[src/hdl/arpc_pkg.sv]
// shared types and constants of the arp cache and responder
package arpc_pkg;

    localparam int MAC_W = 48;
    localparam int IP_W  = 32;
    localparam int ENTRY_W = IP_W + MAC_W;

    localparam logic [15:0] OP_REQUEST  = 16'h0001;
    localparam logic [15:0] OP_REPLY    = 16'h0002;
    localparam logic [15:0] HW_ETHERNET = 16'h0001;
    localparam logic [15:0] PROTO_IPV4  = 16'h0800;
    localparam logic [7:0]  MAC_LEN     = 8'd6;
    localparam logic [7:0]  IP_LEN      = 8'd4;

    localparam logic [1:0] ST_OK         = 2'd0;
    localparam logic [1:0] ST_BAD_HEADER = 2'd1;
    localparam logic [1:0] ST_BAD_OPCODE = 2'd2;
    localparam logic [1:0] ST_FULL       = 2'd3;

    localparam int IN_DATA_W  = 224;
    localparam int OUT_DATA_W = 136;

    typedef struct packed {
        logic             start;
        logic             store;
        logic [IP_W-1:0]  ip;
        logic [MAC_W-1:0] mac;
    } t_tbl_cmd;

    typedef struct packed {
        logic             idle;
        logic             done;
        logic             hit;
        logic             full;
        logic [MAC_W-1:0] mac;
    } t_tbl_sts;

    typedef struct packed {
        logic             wake_waiters;
        logic [IP_W-1:0]  reply_target_ip;
        logic [MAC_W-1:0] reply_dst_mac;
        logic             send_reply;
        logic [MAC_W-1:0] found_mac;
        logic             hit;
        logic [1:0]       status;
    } t_result;

endpackage

[src/hdl/arpc_table.sv]
// arp table memory with valid bits and the entry walk for store and lookup
module arpc_table #(
    parameter int TABLE_DEPTH = 16
) (
    input  logic              i_clk,
    input  logic              i_rst_n,
    input  arpc_pkg::t_tbl_cmd i_cmd,
    output arpc_pkg::t_tbl_sts o_sts
);

    localparam int IW = (TABLE_DEPTH > 1) ? $clog2(TABLE_DEPTH) : 1;
    localparam logic [IW-1:0] LAST_IDX = IW'(TABLE_DEPTH - 1);

    typedef enum logic [1:0] {S_IDLE, S_WALK, S_UPDATE} t_state;

    logic [arpc_pkg::ENTRY_W-1:0] mem [TABLE_DEPTH];
    logic [TABLE_DEPTH-1:0]       r_valid;

    t_state                       r_state;
    logic                         r_store;
    logic [arpc_pkg::IP_W-1:0]    r_key_ip;
    logic [arpc_pkg::MAC_W-1:0]   r_key_mac;
    logic [IW-1:0]                r_addr;
    logic                         r_issue;
    logic                         r_cmp_vld;
    logic [IW-1:0]                r_cmp_idx;
    logic                         r_cmp_last;
    logic [arpc_pkg::ENTRY_W-1:0] r_rdata;
    logic                         r_match;
    logic [IW-1:0]                r_match_idx;
    logic [arpc_pkg::MAC_W-1:0]   r_match_mac;
    logic                         r_free;
    logic [IW-1:0]                r_free_idx;
    logic                         r_done;
    logic                         r_hit;
    logic                         r_full;
    logic [arpc_pkg::MAC_W-1:0]   r_mac_out;

    logic                         cmp_entry_valid;
    logic                         hit_now;
    logic                         free_now;
    logic                         wr_en;
    logic [IW-1:0]                wr_idx;

    assign cmp_entry_valid = r_valid[r_cmp_idx];
    assign hit_now  = r_cmp_vld && cmp_entry_valid &&
                      (r_rdata[arpc_pkg::ENTRY_W-1:arpc_pkg::MAC_W] == r_key_ip);
    assign free_now = r_cmp_vld && !cmp_entry_valid;
    assign wr_en    = (r_state == S_UPDATE) && r_store && (r_match || r_free);
    assign wr_idx   = r_match ? r_match_idx : r_free_idx;

    always_ff @(posedge i_clk) begin
        if (wr_en) begin
            mem[wr_idx] <= {r_key_ip, r_key_mac};
        end
        if (r_issue) begin
            r_rdata <= mem[r_addr];
        end
    end

    always_ff @(posedge i_clk) begin
        if (!i_rst_n) begin
            r_state   <= S_IDLE;
            r_valid   <= '0;
            r_issue   <= 1'b0;
            r_cmp_vld <= 1'b0;
            r_done    <= 1'b0;
        end else begin
            r_done     <= 1'b0;
            r_cmp_vld  <= r_issue;
            r_cmp_idx  <= r_addr;
            r_cmp_last <= (r_addr == LAST_IDX);
            unique case (r_state)
                S_IDLE: begin
                    if (i_cmd.start) begin
                        r_store   <= i_cmd.store;
                        r_key_ip  <= i_cmd.ip;
                        r_key_mac <= i_cmd.mac;
                        r_addr    <= '0;
                        r_issue   <= 1'b1;
                        r_match   <= 1'b0;
                        r_free    <= 1'b0;
                        r_state   <= S_WALK;
                    end
                end
                S_WALK: begin
                    if (r_issue) begin
                        if (r_addr == LAST_IDX) begin
                            r_issue <= 1'b0;
                        end else begin
                            r_addr <= r_addr + IW'(1);
                        end
                    end
                    if (hit_now && !r_match) begin
                        r_match     <= 1'b1;
                        r_match_idx <= r_cmp_idx;
                        r_match_mac <= r_rdata[arpc_pkg::MAC_W-1:0];
                    end
                    if (free_now && !r_free) begin
                        r_free     <= 1'b1;
                        r_free_idx <= r_cmp_idx;
                    end
                    if (r_cmp_vld && r_cmp_last) begin
                        r_state <= S_UPDATE;
                    end
                end
                S_UPDATE: begin
                    r_done    <= 1'b1;
                    r_hit     <= r_match;
                    r_mac_out <= r_match ? r_match_mac : '0;
                    r_full    <= r_store && !r_match && !r_free;
                    if (wr_en && !r_match) begin
                        r_valid[r_free_idx] <= 1'b1;
                    end
                    r_state <= S_IDLE;
                end
                default: r_state <= S_IDLE;
            endcase
        end
    end

    assign o_sts.idle = (r_state == S_IDLE);
    assign o_sts.done = r_done;
    assign o_sts.hit  = r_hit;
    assign o_sts.full = r_full;
    assign o_sts.mac  = r_mac_out;

endmodule

[src/hdl/arp_cache_and_responder_unit.sv]
// arp cache and responder top level: packet decode, sequencing, config and result register
//
// One result beat comes out for every input beat. The table lives in a single-port
// synchronous memory that is walked one entry per cycle. A lookup or an ARP request
// makes one walk of the table, an ARP reply two (sender pair then target pair), and a
// bad header or unknown opcode none. The next beat is taken once the previous result sits
// in the output register. Valid bits are flip-flops cleared by reset, so no clearing
// pass is needed.
// Registers: local_ip at byte address 0, local_mac at byte address 8.
module arp_cache_and_responder_unit #(
    parameter int TABLE_DEPTH = 16
) (
    input  logic                               i_clk,
    input  logic                               i_rst_n,
    input  logic                               s_axis_tvalid,
    output logic                               s_axis_tready,
    // tdata: opcode, hw_type, proto_type, hw_len, proto_len, sender_mac, src_ip,
    // target_mac, target_ip
    input  logic [arpc_pkg::IN_DATA_W-1:0]     s_axis_tdata,
    // tuser: cmd
    input  logic                               s_axis_tuser,
    output logic                               m_axis_tvalid,
    input  logic                               m_axis_tready,
    // tdata: status, hit, found_mac, send_reply, reply_dst_mac, reply_target_ip,
    // wake_waiters, zero pad
    output logic [arpc_pkg::OUT_DATA_W-1:0]    m_axis_tdata,
    input  logic                               psel,
    input  logic                               penable,
    input  logic                               pwrite,
    input  logic [3:0]                         paddr,
    input  logic [63:0]                        pwdata,
    output logic [63:0]                        prdata,
    output logic                               pready
);

    localparam logic REG_LOCAL_IP  = 1'b0;
    localparam logic REG_LOCAL_MAC = 1'b1;
    localparam int   PAD_W = arpc_pkg::OUT_DATA_W - $bits(arpc_pkg::t_result);

    typedef enum logic [1:0] {S_IDLE, S_WAIT, S_DONE} t_state;

    logic [arpc_pkg::IP_W-1:0]  r_local_ip;
    logic [arpc_pkg::MAC_W-1:0] r_local_mac;

    t_state                     r_state;
    arpc_pkg::t_tbl_cmd         r_cmd;
    arpc_pkg::t_tbl_sts         tbl_sts;
    logic                       r_lookup;
    logic                       r_reply;
    logic [arpc_pkg::IP_W-1:0]  r_t_ip;
    logic [arpc_pkg::MAC_W-1:0] r_t_mac;
    arpc_pkg::t_result          r_res;
    arpc_pkg::t_result          r_out;
    logic                       r_out_valid;

    logic                       in_cmd;
    logic [15:0]                in_opcode;
    logic [15:0]                in_hw_type;
    logic [15:0]                in_proto_type;
    logic [7:0]                 in_hw_len;
    logic [7:0]                 in_proto_len;
    logic [arpc_pkg::MAC_W-1:0] in_sender_mac;
    logic [arpc_pkg::IP_W-1:0]  in_src_ip;
    logic [arpc_pkg::MAC_W-1:0] in_target_mac;
    logic [arpc_pkg::IP_W-1:0]  in_target_ip;
    logic                       hdr_ok;
    logic                       in_beat;
    logic                       cfg_wr;

    assign in_cmd        = s_axis_tuser;
    assign in_opcode     = s_axis_tdata[15:0];
    assign in_hw_type    = s_axis_tdata[31:16];
    assign in_proto_type = s_axis_tdata[47:32];
    assign in_hw_len     = s_axis_tdata[55:48];
    assign in_proto_len  = s_axis_tdata[63:56];
    assign in_sender_mac = s_axis_tdata[111:64];
    assign in_src_ip     = s_axis_tdata[143:112];
    assign in_target_mac = s_axis_tdata[191:144];
    assign in_target_ip  = s_axis_tdata[223:192];

    assign hdr_ok = (in_hw_type == arpc_pkg::HW_ETHERNET) &&
                    (in_proto_type == arpc_pkg::PROTO_IPV4) &&
                    (in_hw_len == arpc_pkg::MAC_LEN) &&
                    (in_proto_len == arpc_pkg::IP_LEN);

    assign s_axis_tready = i_rst_n && (r_state == S_IDLE);
    assign in_beat       = s_axis_tvalid && s_axis_tready;

    // config port
    assign pready = 1'b1;
    assign cfg_wr = psel && penable && pwrite && pready;

    always_ff @(posedge i_clk) begin
        if (!i_rst_n) begin
            r_local_ip  <= '0;
            r_local_mac <= '0;
        end else if (cfg_wr) begin
            unique case (paddr[3])
                REG_LOCAL_IP:  r_local_ip  <= pwdata[arpc_pkg::IP_W-1:0];
                REG_LOCAL_MAC: r_local_mac <= pwdata[arpc_pkg::MAC_W-1:0];
                default: ;
            endcase
        end
    end

    always_comb begin
        unique case (paddr[3])
            REG_LOCAL_IP:  prdata = {32'd0, r_local_ip};
            REG_LOCAL_MAC: prdata = {16'd0, r_local_mac};
            default:       prdata = '0;
        endcase
    end

    arpc_table #(
        .TABLE_DEPTH(TABLE_DEPTH)
    ) u_table (
        .i_clk  (i_clk),
        .i_rst_n(i_rst_n),
        .i_cmd  (r_cmd),
        .o_sts  (tbl_sts)
    );

    always_ff @(posedge i_clk) begin
        if (!i_rst_n) begin
            r_state     <= S_IDLE;
            r_cmd.start <= 1'b0;
            r_out_valid <= 1'b0;
        end else begin
            r_cmd.start <= 1'b0;
            if (r_out_valid && m_axis_tready) begin
                r_out_valid <= 1'b0;
            end
            unique case (r_state)
                S_IDLE: begin
                    if (in_beat) begin
                        r_res    <= '0;
                        r_lookup <= in_cmd;
                        r_reply  <= 1'b0;
                        r_t_ip   <= in_target_ip;
                        r_t_mac  <= in_target_mac;
                        if (in_cmd) begin
                            r_cmd.start <= 1'b1;
                            r_cmd.store <= 1'b0;
                            r_cmd.ip    <= in_target_ip;
                            r_cmd.mac   <= in_target_mac;
                            r_state     <= S_WAIT;
                        end else if (!hdr_ok) begin
                            r_res.status <= arpc_pkg::ST_BAD_HEADER;
                            r_state      <= S_DONE;
                        end else if (in_opcode == arpc_pkg::OP_REPLY ||
                                     in_opcode == arpc_pkg::OP_REQUEST) begin
                            r_cmd.start <= 1'b1;
                            r_cmd.store <= 1'b1;
                            r_cmd.ip    <= in_src_ip;
                            r_cmd.mac   <= in_sender_mac;
                            r_state     <= S_WAIT;
                            if (in_opcode == arpc_pkg::OP_REPLY) begin
                                r_reply            <= 1'b1;
                                r_res.wake_waiters <= 1'b1;
                            end else if (in_target_ip == r_local_ip) begin
                                r_res.send_reply      <= 1'b1;
                                r_res.reply_dst_mac   <= in_sender_mac;
                                r_res.reply_target_ip <= in_src_ip;
                            end
                        end else begin
                            r_res.status <= arpc_pkg::ST_BAD_OPCODE;
                            r_state      <= S_DONE;
                        end
                    end
                end
                S_WAIT: begin
                    if (tbl_sts.done) begin
                        if (r_lookup) begin
                            r_res.hit       <= tbl_sts.hit;
                            r_res.found_mac <= tbl_sts.mac;
                            r_state         <= S_DONE;
                        end else begin
                            if (tbl_sts.full) begin
                                r_res.status <= arpc_pkg::ST_FULL;
                            end
                            if (r_reply) begin
                                // second pass stores the target pair
                                r_reply     <= 1'b0;
                                r_cmd.start <= 1'b1;
                                r_cmd.store <= 1'b1;
                                r_cmd.ip    <= r_t_ip;
                                r_cmd.mac   <= r_t_mac;
                            end else begin
                                r_state <= S_DONE;
                            end
                        end
                    end
                end
                S_DONE: begin
                    if (!r_out_valid || m_axis_tready) begin
                        r_out       <= r_res;
                        r_out_valid <= 1'b1;
                        r_state     <= S_IDLE;
                    end
                end
                default: r_state <= S_IDLE;
            endcase
        end
    end

    assign m_axis_tvalid = r_out_valid;
    assign m_axis_tdata  = {{PAD_W{1'b0}}, r_out};

    a_start_when_table_idle: assert property (@(posedge i_clk) disable iff (!i_rst_n)
        r_cmd.start |-> tbl_sts.idle)
        else $error("table started while busy");

    a_done_only_when_waiting: assert property (@(posedge i_clk) disable iff (!i_rst_n)
        tbl_sts.done |-> (r_state == S_WAIT))
        else $error("table finished with no job pending");

    a_one_beat_at_a_time: assert property (@(posedge i_clk) disable iff (!i_rst_n)
        in_beat |=> !s_axis_tready)
        else $error("input taken while a job is in flight");

    a_wake_only_on_reply: assert property (@(posedge i_clk) disable iff (!i_rst_n)
        (r_out_valid && r_out.wake_waiters) |->
        (r_out.status == arpc_pkg::ST_OK || r_out.status == arpc_pkg::ST_FULL))
        else $error("wake on a dropped packet");

    a_hit_only_on_lookup: assert property (@(posedge i_clk) disable iff (!i_rst_n)
        (r_out_valid && r_out.hit) |->
        (r_out.status == arpc_pkg::ST_OK && !r_out.send_reply && !r_out.wake_waiters))
        else $error("hit flagged on a receive beat");

endmodule

[config.mk]
export PLATFORM = sky130hd
export DESIGN_NAME = arp_cache_and_responder_unit
export DESIGN_NICKNAME = d
export VERILOG_FILES = /design/src/hdl/arpc_pkg.sv /design/src/hdl/arpc_table.sv /design/src/hdl/arp_cache_and_responder_unit.sv
export SDC_FILE = /design/constraint.sdc
export NUM_CORES = 2
export LEC_CHECK = 0
export BUFFER_PORTS_ARGS = -buffer_cell sky130_fd_sc_hd__buf_2
export CORE_MARGIN = 4
export CORE_UTILIZATION = 44
export CTS_BUF_LIST = sky130_fd_sc_hd__clkbuf_4 sky130_fd_sc_hd__clkbuf_8
export DETAILED_ROUTE_END_ITERATION = 10
export PLACE_DENSITY = 0.61
export RECOVER_POWER = 50
export SLEW_MARGIN = 20
export SYNTH_ARGS = -nofsm -noshare
export SYNTH_HDL_FRONTEND = slang
export SYNTH_SLANG_ARGS = --single-unit
[constraint.sdc]
create_clock -name i_clk -period 6.91 [get_ports i_clk]
set_input_delay 1.382 -clock i_clk [delete_from_list [all_inputs] [get_ports i_clk]]
set_output_delay 1.382 -clock i_clk [all_outputs]
set_load 0.05 [all_outputs]
# After elaboration in Yosys (flattened, before gate mapping)

Memory sizes are Yosys's and may differ from the RTL's. A register that Yosys moved wholly into a read port is not among the register bits.
Cells that the tools add are included.

Add/subtract/negate cells: 1
$lt $le $gt $ge: 3
Eq/ne operators: 29
Mux-type cells: 63
Bitwise logic cells: 5
Reductions and logical operators: 53

Operators by type and width:

| kind                                                        | number |
|---|---|
| two-way mux 82 bit                                          | 7 |
| one-hot mux 82 bit (2 select lines)                         | 1 |
| one-hot mux 64 bit (2 select lines)                         | 1 |
| two-way mux 51 bit                                          | 2 |
| one-hot mux 51 bit (2 select lines)                         | 1 |
| two-way mux 81 bit                                          | 1 |
| equality test 32 bit                                        | 2 |
| two-way mux 49 bit                                          | 1 |
| equality test 16 x 1 -> 1 bit (second input constant)       | 2 |
| two-way mux 2 bit                                           | 15 |
| two-way mux 1 bit                                           | 21 |
| logical AND 1 bit                                           | 20 |
| equality test 16 x 12 -> 1 bit (second input constant)      | 1 |
| equality test 16 x 2 -> 1 bit (second input constant)       | 1 |
| equality test 8 x 3 -> 1 bit (second input constant)        | 2 |
| two-way mux 4 bit                                           | 4 |
| bitwise OR 16 bit                                           | 1 |
| AND reduction 3 bit                                         | 5 |
| AND reduction 5 bit                                         | 3 |
| inequality test 2 bit (second input constant)               | 7 |
| inequality test 2 x 1 -> 1 bit (second input constant)      | 6 |
| AND reduction 2 bit                                         | 6 |
| AND reduction 4 bit                                         | 3 |
| less-than comparator 4 x 5 -> 1 bit (second input constant) | 2 |
| 23 further kinds                                            | 39 |

Bits in registers: 732
Memory bits (writable): 1280
Input bits: 300
Output and inout bits: 203
Word-level logic and storage cells: 200
Memories kept: 1

Memories:

| name        | words | bits a word | rd ports | clocked after Yosys merged registers in | write ports | RTL line         | source |
|---|---|---|---|---|---|---|---|
| u_table.mem | 16    | 80          | 1        | 1                                       | 1           | arpc_table.sv:16 | `logic [arpc_pkg::ENTRY_W-1:0] mem [TABLE_DEPTH];` |

# Longest topological paths before layout

Depth in word-level cells: 8
Mapped depth: 8
Mapped depth without buffers: 5

# Cells and area by module

From an unflattened synthesis, not the netlist that was laid out.

Cells, all modules: 3617
Area total of the unflattened synthesis: 77998.6 um^2

By module, submodules not included:

| module                       | instances | cells an instance | area each (um^2) | sequential area each (um^2) |
|---|---|---|---|---|
| arpc_table                   | 1         | 2310              | 58362.2          | 47205.3 |
| arp_cache_and_responder_unit | 1         | 1307              | 19636.3          | 14564.0 |

# Worst setup path after synthesis

Ideal clock, no wire load.

Kind: in2reg
From: input s_axis_tdata[12] (netlist name)
To: register r_cmd[0] (netlist name), enable pin
Arrival: 6.381 ns
Data required time: 6.363 ns
Slack: -0.018 ns
Stages on the path: 5
Path buffers: 0
Path through: or4_1 > nor2_1 > and4_2 > a21oi_1 > a21oi_1

Word-level cells in the longest chain between the ends: 4

RTL lines:

| element                                                                        | RTL line                                                                 | source |
|---|---|---|
| start: declaration                                                             | arp_cache_and_responder_unit.sv:19                                       | `input logic [arpc_pkg::IN_DATA_W-1:0] s_axis_tdata,` |
| equality test 16 x 2 -> 1 bit or equality test 16 x 1 -> 1 bit (tied branches) | arp_cache_and_responder_unit.sv:150, arp_cache_and_responder_unit.sv:151 |  |
| logical OR 1 bit (*)                                                           | arp_cache_and_responder_unit.sv:150                                      | `end else if (in_opcode == arpc_pkg::OP_REPLY \|\|` |
| inequality test 3 x 2 -> 1 bit (no line) (*)                                   | -                                                                        |  |
| AND reduction 8 bit (no line) (*)                                              | -                                                                        |  |
| end: declaration                                                               | arp_cache_and_responder_unit.sv:46                                       | `arpc_pkg::t_tbl_cmd r_cmd;` |

Mark *: on every way between the ends. The rest lies on a longest branch, timed or not.
A chain may end at the register's enable or synchronous reset.

# Worst setup path after layout

From: input i_rst_n
To: register r_out (netlist bit m_axis_tdata[60]), enable pin

Word-level cells in the longest chain between the ends: 1

RTL lines:

| element                       | RTL line                            | source |
|---|---|---|
| start: declaration            | arp_cache_and_responder_unit.sv:14  | `input logic i_rst_n,` |
| AND reduction 3 bit (no line) | -                                   |  |
| end signal: assignment        | arp_cache_and_responder_unit.sv:196 | `r_out <= r_res;` |
| end: declaration              | arp_cache_and_responder_unit.sv:53  | `arpc_pkg::t_result r_out;` |

Every way passes these cells.

==> out/summary.txt <==
largest net degree at the start of global routing = 133
Required @ worst endpoint = 7520 ps
post-synth cell types = 55
crit-path cells = clkbuf_1 > clkbuf_1 > and4_4 > buf_4
CTS buffer count = 352
setup_tns = 0 ps
max frequency = 189 MHz
first-pass GRT wire length = 267 mm
wire per inst = 26.3 um
Worst Path Class, Setup = in2reg
root buf cell = clkbuf_8
combinational power share = 2.8%
HP Class = reg2reg
Seq pwr share = 55.9%
max incr delay on CP = 2000 ps
ys async rst share = 0%
synthesized area = 0.0781 sq mm
register bit total from synthesis = 2092
Slew Viols, Final = 449
DRC viols = 0
Post-DP HPWL = 101 mm
die height = 429 um
setup repair after global routing missed its margin = false
drt pass-1 iters = 5
Power Dens Cells = 280 mW/mm^2
CP arrival = 5910 ps
Die ar. = 0.184 sq mm
routed vias = 37893
port buffer count = 463
number of global-route vias before repair = 39217
ANT nets after route = 0
Final GP Congestion = 0.795
All-Layer GR Usage = 19.9%
WP buf/inv = 3
count of final setup violators = 0
Post-Synthesis Cells = 3684
outcome = finished with violations
die extent in x = 429 um
Setup crit start kind = input port
fin nets = 4700
failing checks = capacitance limit, slew limit
routed wire length = 184 mm
Final min period = 5290 ps
commonest cells after routing, fill and taps aside = edfxtp_1, mux4_2, buf_2, clkbuf_8, nand2_1
TritonCTS clock tree = done
Post-Syn Area per Cell = 21.2 sq um
Post-synth EDFFs = 1987
Main synth FF type = edfxtp_1
setup ws final = 1620 ps
Final Util = 50.9%
Syn. warnings = 0
Tightest Pin Transition = 3150 ps
largest fanout on the critical path = 62
post-place setup slack = 2270 ps
Net Sw Power = 5.24 mW
Initial Util = 44.3%
1st-iter DRT viols = 3812
total clock sinks = 2092
Worst Skew = 66.7 ps
VDD IR max = 0.000216 V
maxcap violations = 12
Clock Path Buffers = 4
number of antenna violations at the first check in global routing = 14
Clock power frac = 41.3%
Sw Share = 20.9%
Rows = 154
internal power = 19.9 mW
total grt overflow = 0
core area = 0.176 sq mm
CTS Hold Bufs = 0
register area share after synthesis = 79.1%
most common cell after layout, fill and taps aside = edfxtp_1
layout cells sized above 1 = 32.9%
Top cell by count, worst path = clkbuf_1
Clock Latency Late Sink = 1030 ps
Crit path max-delay family = buffers and inverters
final hold vios = 0
Critical Path Slowest Stage Cell = clkbuf_1
Setup Buffers After CTS = 0
Rel. slew slack = -110%
leakage power = 29.1 nW
Final Cycle Share = 76.6%
Area Overhead vs Synth = 14.9%
Clk pin slew, worst setup/hold paths = 60 ps
CTS H-tree lvls = 5
post-cts resize count = 0
drt via density = 5.42
Worst Setup End Kind = flop
Ports = 503
[synthesized netlist by cell type (all sizes together) (20+ instances only)]
| master | instances | share of area (%) |
|---|---|---|
| a21boi | 81 | 0.78 |
| mux2 | 32 | 0.46 |
| xor2 | 29 | 0.33 |
| dfxtp | 105 | 2.7 |
| buf | 90 | 0.79 |
| inv | 89 | 0.43 |
| nor3 | 90 | 1.1 |
| and2 | 119 | 0.95 |
| nand2 | 170 | 0.82 |
| a21oi | 22 | 0.14 |
| edfxtp | 1987 | 76 |
| o21ai | 89 | 0.57 |
| nor2 | 37 | 0.18 |
| xnor2 | 38 | 0.43 |
| mux4 | 404 | 12 |
| nor2b | 20 | 0.16 |
| a22oi | 80 | 0.77 |
| clkbuf | 109 | 0.52 |
[cell type report]
type	count	area (sq um)
clock buffer	487	5930
inverter	89	337
sequential	2092	61800
fill	14152	86500
tap	2340	2930
antenna	7	17.5
timing repair buffer	542	2940
multi-input combinational	1322	15200
clock inverter	116	633
[power groups by stage]
stage | Combinational [mW] | Sequential [mW] | Clock (mW)
floorplan | 0.385 | 14.3 | 0
global placement | 0.709 | 14.3 | 0
detailed placement | 0.714 | 14.3 | 0
CTS | 0.715 | 14.0 | 10.7
global route | 0.749 | 14.0 | 11.3
finish | 0.697 | 14.0 | 10.4
[flip-flops by register name, summed over array words and instances, names as in the netlist, 32 cells and up]
name                 count
r_t_ip                  32
u_table.r_mac_out       48
r_cmd                   82
u_table.mem           1280
m_axis_tdata           133
r_local_ip              32
r_t_mac                 48
u_table.r_key_mac       48
r_local_mac             48
r_res                  133
u_table.r_match_mac     48
u_table.r_key_ip        32
u_table.r_rdata         80
[worst reg2reg max path, cell delays in order (launching register included)]
cell and delay (ps):
edfxtp_1 360, clkbuf_1 1880, buf_4 1050, mux4_2 620, mux4_2 470
[final timing paths]
path | slack (ps) | endpoint | depth (start not counted) | from
setup / recovery | 1620 | m_axis_tdata[60]$_DFFE_PP_ | 4 | i_rst_n
hold / removal | 370 | u_table.r_key_ip[10]$_DFFE_PP_ | 0 | r_cmd[58]$_DFFE_PP_
setup reg to reg | 2230 | u_table.r_rdata[57]$_DFFE_PP_ | 4 | u_table.r_addr[0]$_SDFFCE_PN0P_
hold reg to reg | 370 | u_table.r_key_ip[10]$_DFFE_PP_ | 0 | r_cmd[58]$_DFFE_PP_
[through the flow]
step / std cells / cell area, sq um / total power [mW] / hold WS, ps
after floorplan: 3702 / 78200 / 14.7 / 400
after global placement: 6383 / 83300 / 15.0 / 401
after detailed placement: 6384 / 83300 / 15.0 / 405
after CTS: 6987 / 89900 / 25.4 / 370
final: 6995 / 89800 / 25.1 / 367
after global routing: 6992 / 89800 / 26.1 / 374
[metal layers]
layer	vias to the layer above	wire length, um	share of wire (%)	global-route usage, %
met4	8	5720	3.1	7.13
li1	16319	-	-	-
met2	1493	87500	48	31.3
met5	-	49	0.027	0
met3	310	14600	7.9	5.09
met1	19763	76300	41	27.0
[kinds of logic after synthesis]
kind of cell,count (synthesis),share of synthesized area [%]
other,2,0.00962
AO/OA/AOI/OAI,286,2.39
buffers and inverters,288,1.74
flip-flops,2092,79.1
multiplexers,439,12.1
AND/OR/NAND/NOR,509,3.85
XOR/XNOR,67,0.751
adder cells (fa/ha/maj),1,0.0160
Power figures use the tool's default switching activity.
